==> src/hdl/edf_tick_scheduler_unit_macros.svh <==
// Assertion macros shared by the scheduler RTL.
`ifndef EDF_TICK_SCHEDULER_UNIT_MACROS_SVH
`define EDF_TICK_SCHEDULER_UNIT_MACROS_SVH

// Same-cycle implication, checked outside reset.
`define EDFTS_ASSERT_NOW(label, clk, rstn, ante, cons) \
    label: assert property (@(posedge clk) disable iff (!rstn) (ante) |-> (cons)) \
        else $error("scheduler check failed");

// Next-cycle implication, checked outside reset.
`define EDFTS_ASSERT_NEXT(label, clk, rstn, ante, cons) \
    label: assert property (@(posedge clk) disable iff (!rstn) (ante) |=> (cons)) \
        else $error("scheduler check failed");

`endif

==> src/hdl/edfts_pkg.sv <==
// Shared types and constants of the EDF tick scheduler.
`default_nettype none

package edfts_pkg;

    localparam int TASK_IDX_W = 2;
    localparam int REG_W      = 16;
    localparam int CFG_IDX_W  = 4;

    // Bit 0 of a register index selects period or burst of a task.
    localparam logic REG_KIND_PERIOD = 1'b0;
    localparam logic REG_KIND_BURST  = 1'b1;

    typedef struct packed {
        logic                  valid;
        logic [TASK_IDX_W-1:0] index;
        logic                  done;
    } cell_link_t;

    typedef struct packed {
        logic             period_we;
        logic             burst_we;
        logic [REG_W-1:0] data;
    } cfg_wr_t;

endpackage

`default_nettype wire

==> src/hdl/edfts_cell.sv <==
// One task cell: its registers, release logic and a link of the deadline chain.
`default_nettype none

module edfts_cell
    import edfts_pkg::*;
#(
    parameter int CELL_INDEX  = 0,
    parameter int COUNT_WIDTH = 16
) (
    input  wire logic                   aclk,
    input  wire logic                   aresetn,
    input  wire cfg_wr_t                cfg_wr,
    input  wire logic                   tick_en,
    input  wire logic                   restart,
    input  wire cell_link_t             link_in,
    input  wire logic [COUNT_WIDTH-1:0] dl_in,
    output cell_link_t                  link_out,
    output logic [COUNT_WIDTH-1:0]      dl_out,
    input  wire cell_link_t             winner
);

    localparam logic [TASK_IDX_W-1:0] CELL_IDX = TASK_IDX_W'(CELL_INDEX);
    localparam logic [COUNT_WIDTH-1:0] CNT_ONE = COUNT_WIDTH'(1);

    logic [REG_W-1:0]       period_reg;
    logic [REG_W-1:0]       burst_reg;
    logic [COUNT_WIDTH-1:0] phase_reg, phase_next;
    logic [COUNT_WIDTH-1:0] work_reg, work_next;

    logic [COUNT_WIDTH-1:0] per_c, burst_c, phase_eff, work_eff, deadline, phase_inc;
    logic                   enabled, cand, take, win;

    always_comb begin
        per_c     = COUNT_WIDTH'(period_reg);
        burst_c   = COUNT_WIDTH'(burst_reg);
        enabled   = (per_c != '0);
        phase_eff = (restart || (phase_reg >= per_c)) ? '0 : phase_reg;
        work_eff  = (phase_eff == '0) ? burst_c : work_reg;
        deadline  = per_c - phase_eff;
        cand      = enabled && (work_eff != '0);
        take      = cand && (!link_in.valid || (deadline < dl_in));

        if (take) begin
            link_out.valid = 1'b1;
            link_out.index = CELL_IDX;
            link_out.done  = (work_eff == CNT_ONE);
            dl_out         = deadline;
        end else begin
            link_out = link_in;
            dl_out   = dl_in;
        end
    end

    always_comb begin
        win       = winner.valid && (winner.index == CELL_IDX);
        phase_inc = phase_eff + CNT_ONE;

        if (!enabled) begin
            phase_next = '0;
            work_next  = '0;
        end else begin
            phase_next = (phase_inc >= per_c) ? '0 : phase_inc;
            work_next  = win ? (work_eff - CNT_ONE) : work_eff;
        end
    end

    always_ff @(posedge aclk) begin
        if (!aresetn) begin
            period_reg <= '0;
            burst_reg  <= '0;
            phase_reg  <= '0;
            work_reg   <= '0;
        end else begin
            if (cfg_wr.period_we) begin
                period_reg <= cfg_wr.data;
            end
            if (cfg_wr.burst_we) begin
                burst_reg <= cfg_wr.data;
            end
            if (tick_en) begin
                phase_reg <= phase_next;
                work_reg  <= work_next;
            end
        end
    end

endmodule

`default_nettype wire

==> src/hdl/edf_tick_scheduler_unit.sv <==
// Top level of the earliest-deadline-first tick scheduler.
//
//  Channel | Ports                                    | Direction | Content
//  --------+------------------------------------------+-----------+--------------------------
//  tick in | s_tvalid, s_tready, s_tdata[7:0]         | in        | restart
//  result  | m_tvalid, m_tready, m_tdata[7:0]         | out       | busy_res, task_number, job_done
//  config  | cfg_valid, cfg_ready, cfg_index, cfg_data | in        | period/burst register write
//
// One tick is accepted per cycle unless the result output is stalled; its result appears in the
// output register on the next cycle. The selection runs combinationally through the chain of task cells.
// Reset is synchronous and active low; it clears all registers, counters and the output.
// A new tick is taken whenever the output register is empty or is being read in the same
// cycle; configuration writes are always accepted.
`default_nettype none

module edf_tick_scheduler_unit
    import edfts_pkg::*;
#(
    parameter int NUM_TASKS   = 4,
    parameter int COUNT_WIDTH = 16
) (
    input  wire logic                 aclk,
    input  wire logic                 aresetn,
    input  wire logic                 s_tvalid,
    output logic                      s_tready,
    input  wire logic [7:0]           s_tdata,   // [0] restart
    output logic                      m_tvalid,
    input  wire logic                 m_tready,
    output logic [7:0]                m_tdata,   // [0] busy_res, [2:1] task_number, [3] job_done
    input  wire logic                 cfg_valid,
    output logic                      cfg_ready,
    input  wire logic [CFG_IDX_W-1:0] cfg_index,
    input  wire logic [REG_W-1:0]     cfg_data
);

`include "edf_tick_scheduler_unit_macros.svh"

    logic       m_tvalid_reg;
    logic [7:0] m_tdata_reg;
    logic       tick_en;

    cell_link_t             link   [NUM_TASKS+1];
    logic [COUNT_WIDTH-1:0] dl     [NUM_TASKS+1];
    cfg_wr_t                cfg_wr [NUM_TASKS];
    cell_link_t             winner;

    assign cfg_ready = 1'b1;
    assign s_tready  = !m_tvalid_reg || m_tready;
    assign tick_en   = s_tvalid && s_tready;
    assign m_tvalid  = m_tvalid_reg;
    assign m_tdata   = m_tdata_reg;

    assign link[0] = '0;
    assign dl[0]   = '0;
    assign winner  = link[NUM_TASKS];

    for (genvar i = 0; i < NUM_TASKS; i++) begin : g_cell
        always_comb begin
            cfg_wr[i].period_we = cfg_valid
                && (cfg_index[CFG_IDX_W-1:1] == (CFG_IDX_W-1)'(i))
                && (cfg_index[0] == REG_KIND_PERIOD);
            cfg_wr[i].burst_we  = cfg_valid
                && (cfg_index[CFG_IDX_W-1:1] == (CFG_IDX_W-1)'(i))
                && (cfg_index[0] == REG_KIND_BURST);
            cfg_wr[i].data      = cfg_data;
        end

        edfts_cell #(
            .CELL_INDEX  (i),
            .COUNT_WIDTH (COUNT_WIDTH)
        ) u_cell (
            .aclk     (aclk),
            .aresetn  (aresetn),
            .cfg_wr   (cfg_wr[i]),
            .tick_en  (tick_en),
            .restart  (s_tdata[0]),
            .link_in  (link[i]),
            .dl_in    (dl[i]),
            .link_out (link[i+1]),
            .dl_out   (dl[i+1]),
            .winner   (winner)
        );
    end

    always_ff @(posedge aclk) begin
        if (!aresetn) begin
            m_tvalid_reg <= 1'b0;
            m_tdata_reg  <= '0;
        end else if (tick_en) begin
            m_tvalid_reg <= 1'b1;
            m_tdata_reg  <= {4'b0000, winner.done, winner.index, winner.valid};
        end else if (m_tready) begin
            m_tvalid_reg <= 1'b0;
        end
    end

    `EDFTS_ASSERT_NOW(a_idle_clean, aclk, aresetn, m_tvalid && !m_tdata[0], m_tdata[3:1] == 3'b000)
    `EDFTS_ASSERT_NOW(a_stall_blocks, aclk, aresetn, m_tvalid && !m_tready, !s_tready)
    `EDFTS_ASSERT_NEXT(a_tick_result, aclk, aresetn, s_tvalid && s_tready, m_tvalid)

endmodule

`default_nettype wire
==> config.mk <==
export PLATFORM = sky130hd
export DESIGN_NAME = edf_tick_scheduler_unit
export DESIGN_NICKNAME = d
export VERILOG_FILES = /design/src/hdl/edfts_pkg.sv /design/src/hdl/edfts_cell.sv /design/src/hdl/edf_tick_scheduler_unit.sv
export VERILOG_INCLUDE_DIRS = /design/src /design/src/hdl
export SDC_FILE = /design/constraint.sdc
export NUM_CORES = 1
export LEC_CHECK = 0
export BUFFER_PORTS_ARGS = -buffer_cell sky130_fd_sc_hd__buf_4
export CAP_MARGIN = 20
export CELL_PAD_IN_SITES_DETAIL_PLACEMENT = 1
export CELL_PAD_IN_SITES_GLOBAL_PLACEMENT = 1
export CORE_ASPECT_RATIO = 0.8
export CORE_UTILIZATION = 30
export CTS_CLUSTER_SIZE = 20
export DETAILED_ROUTE_END_ITERATION = 8
export PLACE_DENSITY = 0.6
export SLEW_MARGIN = 30
export SYNTH_ARGS = -nofsm -noshare
export SYNTH_HDL_FRONTEND = slang
export SYNTH_SLANG_ARGS = --single-unit
==> constraint.sdc <==
create_clock -name aclk -period 15.5 [get_ports aclk]
set_clock_uncertainty 0.2 [all_clocks]
set_input_delay 2.325 -clock aclk [delete_from_list [all_inputs] [get_ports aclk]]
set_output_delay 2.325 -clock aclk [all_outputs]
set_load 0.02 [all_outputs]
==> results_dict.tcl, run 1 <==
set metrics [dict create \
    cpPeakStageDelay_ns 0.82 \
    clk_path_buf_depth 3 \
    cts_tree "built" \
    place_hpwl_um 61590 \
    detail-route-antenna-nets 0 \
    netlist_instances 2851 \
    grt_antenna_before_repair 4 \
    grt_pass1_wl_um 128800 \
    finalSetupViolations 0 \
    clk_transition_reported_paths_ns 0.06 \
    drc_errors 0 \
    gp_congestion 0.8808 \
    critical-path-top-cell-by-count "a21oi_1" \
    final_nets 3109 \
    fin_crit_ns 13.93 \
    synthesis.area_um2 21250 \
    area_growth_syn_to_layout_pct 10.86 \
    cts_buffers 35 \
    yosys.area.top_type "dfxtp_1" \
    synth-seq-cells 261 \
    hold_depth 2 \
    post-cts-setup-buffers 0 \
    hold_class "register to register" \
    synthDistinctLibCells 77 \
    synth-async-reset-ratio 0 \
    grt_overflow_total 0 \
    cts.sinks 261 \
    end_kind "register" \
    die_h_um 240.0 \
    powerDensity_nw_per_um2 78.67 \
    yosysTopAreaCellShare 0.2459 \
    ctsHtreeMaxLevel 2 \
    timing.setup.tns_ns 0 \
    power.leakage_nw 9.139 \
    drv_slew 0 \
    hold_path.startpoint "g_cell[1].u_cell.work_reg[0]" \
    grt_max_degree 83 \
    worstMarginPinSlew_ns 0.9638 \
    num_rows 86 \
    worstPathMaxFanout 14 \
    fin_crit_sh 0.8988 \
    io_buffers 31 \
    drt_iter0_drc 1239 \
    outcome "complete, no violations" \
    r2r_cells 54 \
    clockRootBuffer "clkbuf_16" \
    max_freq_ghz 0.07178 \
    crit_type "input port to register" \
    regToRegStartpoint "g_cell[0].u_cell.per_c[9]" \
    worstSkewPairLatency_ns 0.57 \
    maxCapViolations 0 \
    cts.repair.resized 0 \
    die-area_um2 71900 \
    syn_area_per_cell_um2 7.453 \
    synth_edf_count 0 \
    cts_hold_buffers 0 \
    first_global_vias 21590 \
    synth_top_cells_by_count "nand2_1, dfxtp_1, a21oi_1" \
    routed_via_density 5.618 \
    rsz0062_at_grt "no" \
    first_pass_iters 5 \
    drt_wl_total_um 82680 \
    synth_most_common_cell "nand2_1" \
    timing_hold_violations_final 0 \
    slew_headroom 0.3507 \
    cpMaxStageDelayCell "a2111oi_0" \
    die_w_um 299.5 \
    ir_drop_uv 87.57 \
    startpoint "s_tdata[0]" \
    ys_seq_area_frac 0.2459 \
    cp.arrival_ns 14.16 \
    vias 21180 \
    pin_count 44 \
    post_drt_wl_per_cell_um 21.94 \
    num-fill-cells 8529 \
    yosys-top-cells-area "dfxtp_1, ha_1, nand2_1, a21oi_1, xnor2_1" \
    track_usage 0.2287 \
    coreArea_um2 69510 \
    start_util 0.3057 \
    synthFlopType "dfxtp_1" \
    drive_gt1_frac 0.05626 \
    synth-warning-count 0 \
    crit_path_start_kind "input port" \
    worstPathRequired_ns 15.73 \
    p_total_mw 1.853 \
]
cell families (layout without fill, tap and decap cells):
group	count (synthesis)	count (layout)	synth area share
AND/OR/NAND/NOR	1138	1138	0.2496
AO/OA/AOI/OAI	731	731	0.2228
buffers and inverters	286	276	0.05382
flip-flops	261	261	0.2459
adder cells (fa/ha/maj)	256	256	0.1522
XOR/XNOR	140	140	0.05771
multiplexers	37	37	0.01761
other	2	6	0.0003534
stage by stage:
stage / std cells / worst slack, ns / cell area [um^2] / hold WS [ns] / util
floorplan: 2854 / 1.868 / 21260 / 0.2244 / -
CTS: 3768 / 1.738 / 23550 / 0.2585 / 0.3388
global route: 3768 / 0.6396 / 23550 / 0.2815 / 0.3388
detailed placement: 3707 / 1.192 / 22400 / 0.2457 / 0.3222
global placement: 3706 / 1.419 / 22370 / 0.2343 / 0.3218
finish: 3769 / 1.569 / 23560 / 0.2524 / 0.3389
worst max-delay path, delay by kind of cell:
family / cells / cell delay [ns]
buffers and inverters: 7 / 1.25
muxes: 1 / 0.30
and+or+nand+nor: 7 / 1.05
xor gates and xnor gates: 1 / 0.25
AOI/OAI and AO/OA: 31 / 7.52
adders and majority gates: 5 / 1.43
per-layer routing:
metal / vias up / GRT usage / wire length [um]
met5: - / 0 / 28
met3: 104 / 0.03144 / 4068
li1: 10120 / - / -
met2: 437 / 0.3530 / 35120
met4: 4 / 0.06215 / 1887
met1: 10510 / 0.3297 / 41580
worst paths after layout:
path                                         to  slack [ns]
setup / recovery  g_cell[3].u_cell.work_reg[15]        1.57
hold reg to reg    g_cell[1].u_cell.work_reg[0]        0.25
hold / removal     g_cell[1].u_cell.work_reg[0]        0.25
setup reg to reg  g_cell[3].u_cell.work_reg[15]        1.88
cell usage in the layout, fill, tap and decap left out, drive strengths merged, types with 16 or more instances in the layout:
| cell | instances |
|---|---|
| and4 | 17 |
| nand3 | 71 |
| nor3 | 80 |
| o21ai | 123 |
| a22oi | 18 |
| a31oi | 18 |
| o211ai | 29 |
| nand4 | 31 |
| buf | 67 |
| and3 | 28 |
| ha | 252 |
| xnor2 | 79 |
| a21oi | 260 |
| xor2 | 61 |
| clkbuf | 51 |
| and2 | 25 |
| dfxtp | 261 |
| a21boi | 17 |
| mux2i | 34 |
| nor4 | 51 |
| or4 | 19 |
| inv | 149 |
| o22ai | 16 |
| nor2 | 176 |
| a21o | 45 |
| a211oi | 18 |
| or3 | 44 |
| nor2b | 21 |
| o21a | 40 |
| nand2 | 525 |
| a22o | 20 |
power breakdown:
group / internal, mW / switching [mW]
logic: 0.109 / 0.216
clock network: 0.487 / 0.348
registers: 0.681 / 0.0127
total: 1.28 / 0.577
final cells by class:
cell class | count | area (um^2) | area share
tap | 924 | 1156 | 0.04908
clock inverter | 10 | 101.3 | 0.004302
inverter | 148 | 560.5 | 0.02380
sequential | 261 | 5225 | 0.2218
clock buffer | 51 | 1047 | 0.04446
multi-input combinational | 2307 | 14940 | 0.6341
timing repair buffer | 67 | 526.8 | 0.02236
antenna | 1 | 2.502 | 0.0001062
(Power assumes the default switching activity.)
==> inputs of run 2 (changes only) <==
Settings changed: GPL_TIMING_DRIVEN set to 0.
==> run 2 against run 1 <==
Clock power up 7.9%. Non-clock buffer count up 87. Fmax is 6.2% lower. Final cell count is 2.4% higher. Register-to-register slack worse by 0.86 ns. Total power increased by 5.1%. Via count is 4.3% higher.
==> results_dict.tcl, run 2 (same netlist as run 1, synthesis figures left out) <==
set metrics [dict create \
    place_hpwl_um 70500 \
    clk_transition_reported_paths_ns 0.06 \
    drc_errors 0 \
    max_freq_ghz 0.06731 \
    routed.top_layer "met5" \
    pin_count 44 \
    critical-path-top-delay-family "compound AO/OA/AOI/OAI gates" \
    finalSetupViolations 0 \
    drive_gt1_frac 0.05624 \
    layout_common_cells "nand2_1, dfxtp_1, a21oi_1" \
    powerDensity_nw_per_um2 81.37 \
    area_growth_syn_to_layout_pct 12.60 \
    ctsHtreeMaxLevel 2 \
    cts_buffers 36 \
    first_pass_iters 5 \
    crit_buf_inv 11 \
    place_ws_ns -2.850 \
    cts.sinks 261 \
    crit_type "input port to register" \
    maxCapViolations 0 \
    worstMarginPinSlew_ns 1.065 \
    num_rows 86 \
    timing_hold_violations_final 0 \
    layout_commonest_cell "nand2_1" \
    gp_congestion 0.9382 \
    coreArea_um2 69510 \
    clk_path_buf_depth 3 \
    rsz0062_at_grt "no" \
    drt_wl_total_um 91520 \
    worstPathRequired_ns 15.77 \
    grt_max_degree 12 \
    met1_length_um 45570 \
    outcome "complete, no violations" \
    fin_ws_ns 0.6440 \
    cpPeakStageDelay_ns 0.38 \
    met3WireLength_um 4880 \
    crit_path_start_kind "input port" \
    start_util 0.3057 \
    io_buffers 14 \
    cp.arrival_ns 15.12 \
    grt_overflow_total 0 \
    fin_crit_sh 0.9584 \
    grt_antenna_before_repair 5 \
    drt_iter0_drc 1525 \
    power.leakage_nw 9.233 \
    slew_headroom 0.2899 \
    cpMaxStageDelayCell "mux2i_1" \
    vias 22080 \
    hold_class "register to register" \
    clockRootBuffer "clkbuf_16" \
    track_usage 0.2527 \
    fin_area_um2 23930 \
    cts_tree "built" \
    routed_via_density 5.721 \
    post_drt_wl_per_cell_um 23.71 \
    first_global_vias 22570 \
    fin_util 0.3442 \
    final_nets 3197 \
    drv_slew 0 \
    die-area_um2 71900 \
    detail-route-antenna-nets 0 \
    die_w_um 299.5 \
    ir_drop_uv 65.41 \
    place_area_um2 22550 \
    worstSkewPairLatency_ns 0.58 \
    end_kind "register" \
    grt_pass1_wl_um 139500 \
    die_h_um 240.0 \
    met2_length_um 38500 \
    worstPathMaxFanout 10 \
    fin_crit_ns 14.86 \
]
[run 2: layer usage]
layer | GRT usage | vias up
met4 | 0.07158 | 2
met1 | 0.3678 | 11050
met2 | 0.3879 | 553
li1 | - | 10330
met5 | 0 | -
met3 | 0.03009 | 141
[run 2: cell type report]
cell class / count / area (um^2)
buffer: 135 / 599.3
clock inverter: 15 / 230.2
clock buffer: 49 / 989.7
sequential: 261 / 5225
multi-input combinational: 2307 / 15030
tap: 924 / 1156
fill: 8608 / 45590
inverter: 148 / 555.5
timing repair buffer: 19 / 140.1
antenna: 1 / 2.502
[run 2: report_power, final]
part	switching, mW	leakage, nW	internal (mW)
sequential	0.0133	2.11	0.681
clock	0.366	0.602	0.535
combinational	0.241	6.52	0.111
total	0.620	9.23	1.33
[run 2: worst reg2reg max path, delay by kind of cell, from the launching register on]
kind                       cells  cell delay [ns]
muxes                          1             0.38
adders and majority gates      6             1.90
and+or+nand+nor               10             1.79
buffers and inverters         11             2.55
AOI/OAI and AO/OA             30             7.13
DFF                            1             0.39
[run 2: stage by stage]
stage          total power, mW  setup TNS (ns)  hold slack [ns]  std cells
2_1_floorplan           0.9145               0           0.2244       2854
3_3_place_gp             1.034         -137.06           0.2446       3792
3_5_place_dp             1.044         -158.13           0.2581       3793
4_1_cts                  1.955               0           0.2712       3856
5_1_grt                  2.014               0           0.2939       3858
6_report                 1.947               0           0.2730       3859
[run 2: worst paths after layout]
check | from | end | slack [ns] | depth (start not counted)
setup / recovery | s_tdata[0] | g_cell[3].u_cell.work_reg[12] | 0.64 | 56
hold / removal | g_cell[0].u_cell.work_reg[0] | g_cell[0].u_cell.work_reg[0] | 0.27 | 2
setup reg to reg | g_cell[0].u_cell.per_c[11] | g_cell[3].u_cell.work_reg[12] | 1.02 | 58
hold reg to reg | g_cell[0].u_cell.work_reg[0] | g_cell[0].u_cell.work_reg[0] | 0.27 | 2
[run 2: repair_timing]
action | 4_1_cts | 5_1_grt
hold buffers | 0 | 0
pin swaps | 1 | 2
setup buffers | 0 | 4
setup endpoints to repair | 67 | 67
cloned | 0 | 0
gates resized for setup | 27 | 15
==> inputs of run 3 (changes only) <==
Settings changed: PLACE_DENSITY 0.6 to 0.59, SYNTH_HIERARCHICAL set to 1.
==> run 3 against run 2 <==
Largest cell class unchanged. First-iteration DRC count down 14%. Register-to-register slack better by 0.61 ns. Total power down 0.10%. Area after synthesis up 4.1%. Critical path depth up 2. Core utilization about the same.
==> results_dict.tcl, run 3 <==
set metrics [dict create \
    grt_pass1_wl_um 124500 \
    grt_antenna_before_repair 9 \
    num_rows 88 \
    ctsHtreeMaxLevel 2 \
    synthesis.area_um2 22120 \
    area_growth_syn_to_layout_pct 12.78 \
    die_h_um 244.9 \
    crit_path_start_kind "input port" \
    power.leakage_nw 9.940 \
    r2r_cells 61 \
    dp_cells 3749 \
    netlist_instances 2734 \
    place_hpwl_um 62550 \
    sw_frac_of_total 0.3163 \
    clockRootBuffer "clkbuf_16" \
    first_global_vias 21090 \
    pwr-share-clk 0.429 \
    drc_errors 0 \
    worstPathMaxFanout 10 \
    place_ws_ns -1.320 \
    num-fill-cells 8649 \
    cpPeakStageDelay_ns 0.45 \
    die-area_um2 74830 \
    fin_crit_ns 14.66 \
    vias 20580 \
    coreArea_um2 72560 \
    layout_common_cells "nor2_1, ha_1, dfxtp_1" \
    routed_via_density 5.404 \
    drt_wl_total_um 80260 \
    slew_headroom 0.3407 \
    p_seq_frac 0.355 \
    fin_crit_sh 0.9458 \
    post_drt_wl_per_cell_um 21.08 \
    final_nets 3149 \
    cts_buffers 35 \
    powerDensity_nw_per_um2 77.95 \
    cts_tree "built" \
    detail-route-antenna-nets 0 \
    cts.sinks 261 \
    grt_overflow_total 0 \
    die_w_um 305.6 \
    start_util 0.3049 \
    syn_area_per_cell_um2 8.091 \
    drive_gt1_frac 0.06953 \
    synth-warning-count 6 \
    finalSetupViolations 0 \
    worstSkewPairLatency_ns 0.56 \
    rsz0062_at_grt "yes" \
    p_total_mw 1.945 \
    first_pass_iters 6 \
    grt_max_degree 17 \
    track_usage 0.2115 \
    layout_commonest_cell "nor2_1" \
    hold_depth 2 \
    final_cells 3808 \
    pin_count 44 \
    gp_congestion 0.8578 \
    timing_hold_violations_final 0 \
    fin_ws_ns 0.8395 \
    outcome "complete, no violations" \
    clk_path_buf_depth 3 \
    p_sw_mw 0.6150 \
    end_kind "register" \
    drt_iter0_drc 1318 \
    drv_slew 0 \
    p_comb_frac 0.215 \
    ir_drop_uv 60.27 \
    cts_hold_buffers 0 \
    worstPathRequired_ns 15.73 \
    max_freq_ghz 0.06821 \
    p_int_mw 1.330 \
    hold_class "register to register" \
    whs_ns 0.2631 \
    maxCapViolations 0 \
    timing.setup.tns_ns 0 \
    cpMaxStageDelayCell "nor4b_4" \
    worstMarginPinSlew_ns 0.9853 \
    crit_type "input port to register" \
    critical-path-top-cell-by-count "ha_1" \
    io_buffers 31 \
    cp.arrival_ns 14.89 \
    clk_transition_reported_paths_ns 0.06 \
]
## run 3: what timing repair did
item,4_1_cts,5_1_grt
setup buffers,0,3
gates resized for setup,8,8
setup endpoints to repair,27,34
hold endpoints to repair,0,0
pin swaps,0,1
gates cloned,0,0
## run 3: critical path, delay by kind of cell
kind            cells  cell delay, ns
mux                 4            0.76
buf+inv            13            2.40
fa+ha+maj           5            1.46
simple gates        7            1.97
compound gates     29            5.93
## run 3: metal layers
layer | part of all wire | GRT usage | vias to the layer above
li1 | - | - | 10040
met3 | 0.039 | 0.02858 | 96
met5 | 0.00034 | 0 | -
met2 | 0.42 | 0.3227 | 293
met4 | 0.026 | 0.06355 | 4
met1 | 0.51 | 0.3058 | 10150
## run 3: power groups by stage
stage                     Clock (mW)  Sequential (mW)  Combinational [mW]
after floorplan                    0            0.703               0.274
after global placement             0            0.705               0.399
after detailed placement           0            0.705               0.411
after CTS                      0.862            0.691               0.415
after global routing           0.884            0.692               0.461
final                          0.835            0.691               0.419
## run 3: final cells by class
class,count,area (um^2),area share
multi-input cells,2223,15980,0.6404
flip-flops and latches,261,5225,0.2094
well taps,945,1182,0.04739
clock buffers,46,987.2,0.03957
inverters,188,705.7,0.02829
plain buffers,101,455.4,0.01826
repair buffers,34,255.2,0.01023
clock inverters,9,157.7,0.006319
diodes,1,2.502,0.0001003
## run 3: stage by stage
stage / utilization / instance area [um^2]
2_1_floorplan: - / 22270
3_3_place_gp: 0.3264 / 23680
3_5_place_dp: 0.3265 / 23690
4_1_cts: 0.3428 / 24880
5_1_grt: 0.3438 / 24950
6_report: 0.3438 / 24950
## run 3: final timing paths
kind	to	slack (ns)	start
min	m_tdata[1]	0.26	m_tdata[1]
min reg2reg	m_tdata[1]	0.26	m_tdata[1]
max reg2reg	g_cell[0].u_cell/work_reg[15]	1.63	g_cell[0].u_cell/per_c[2]
max	g_cell[0].u_cell/work_reg[15]	0.84	s_tdata[0]
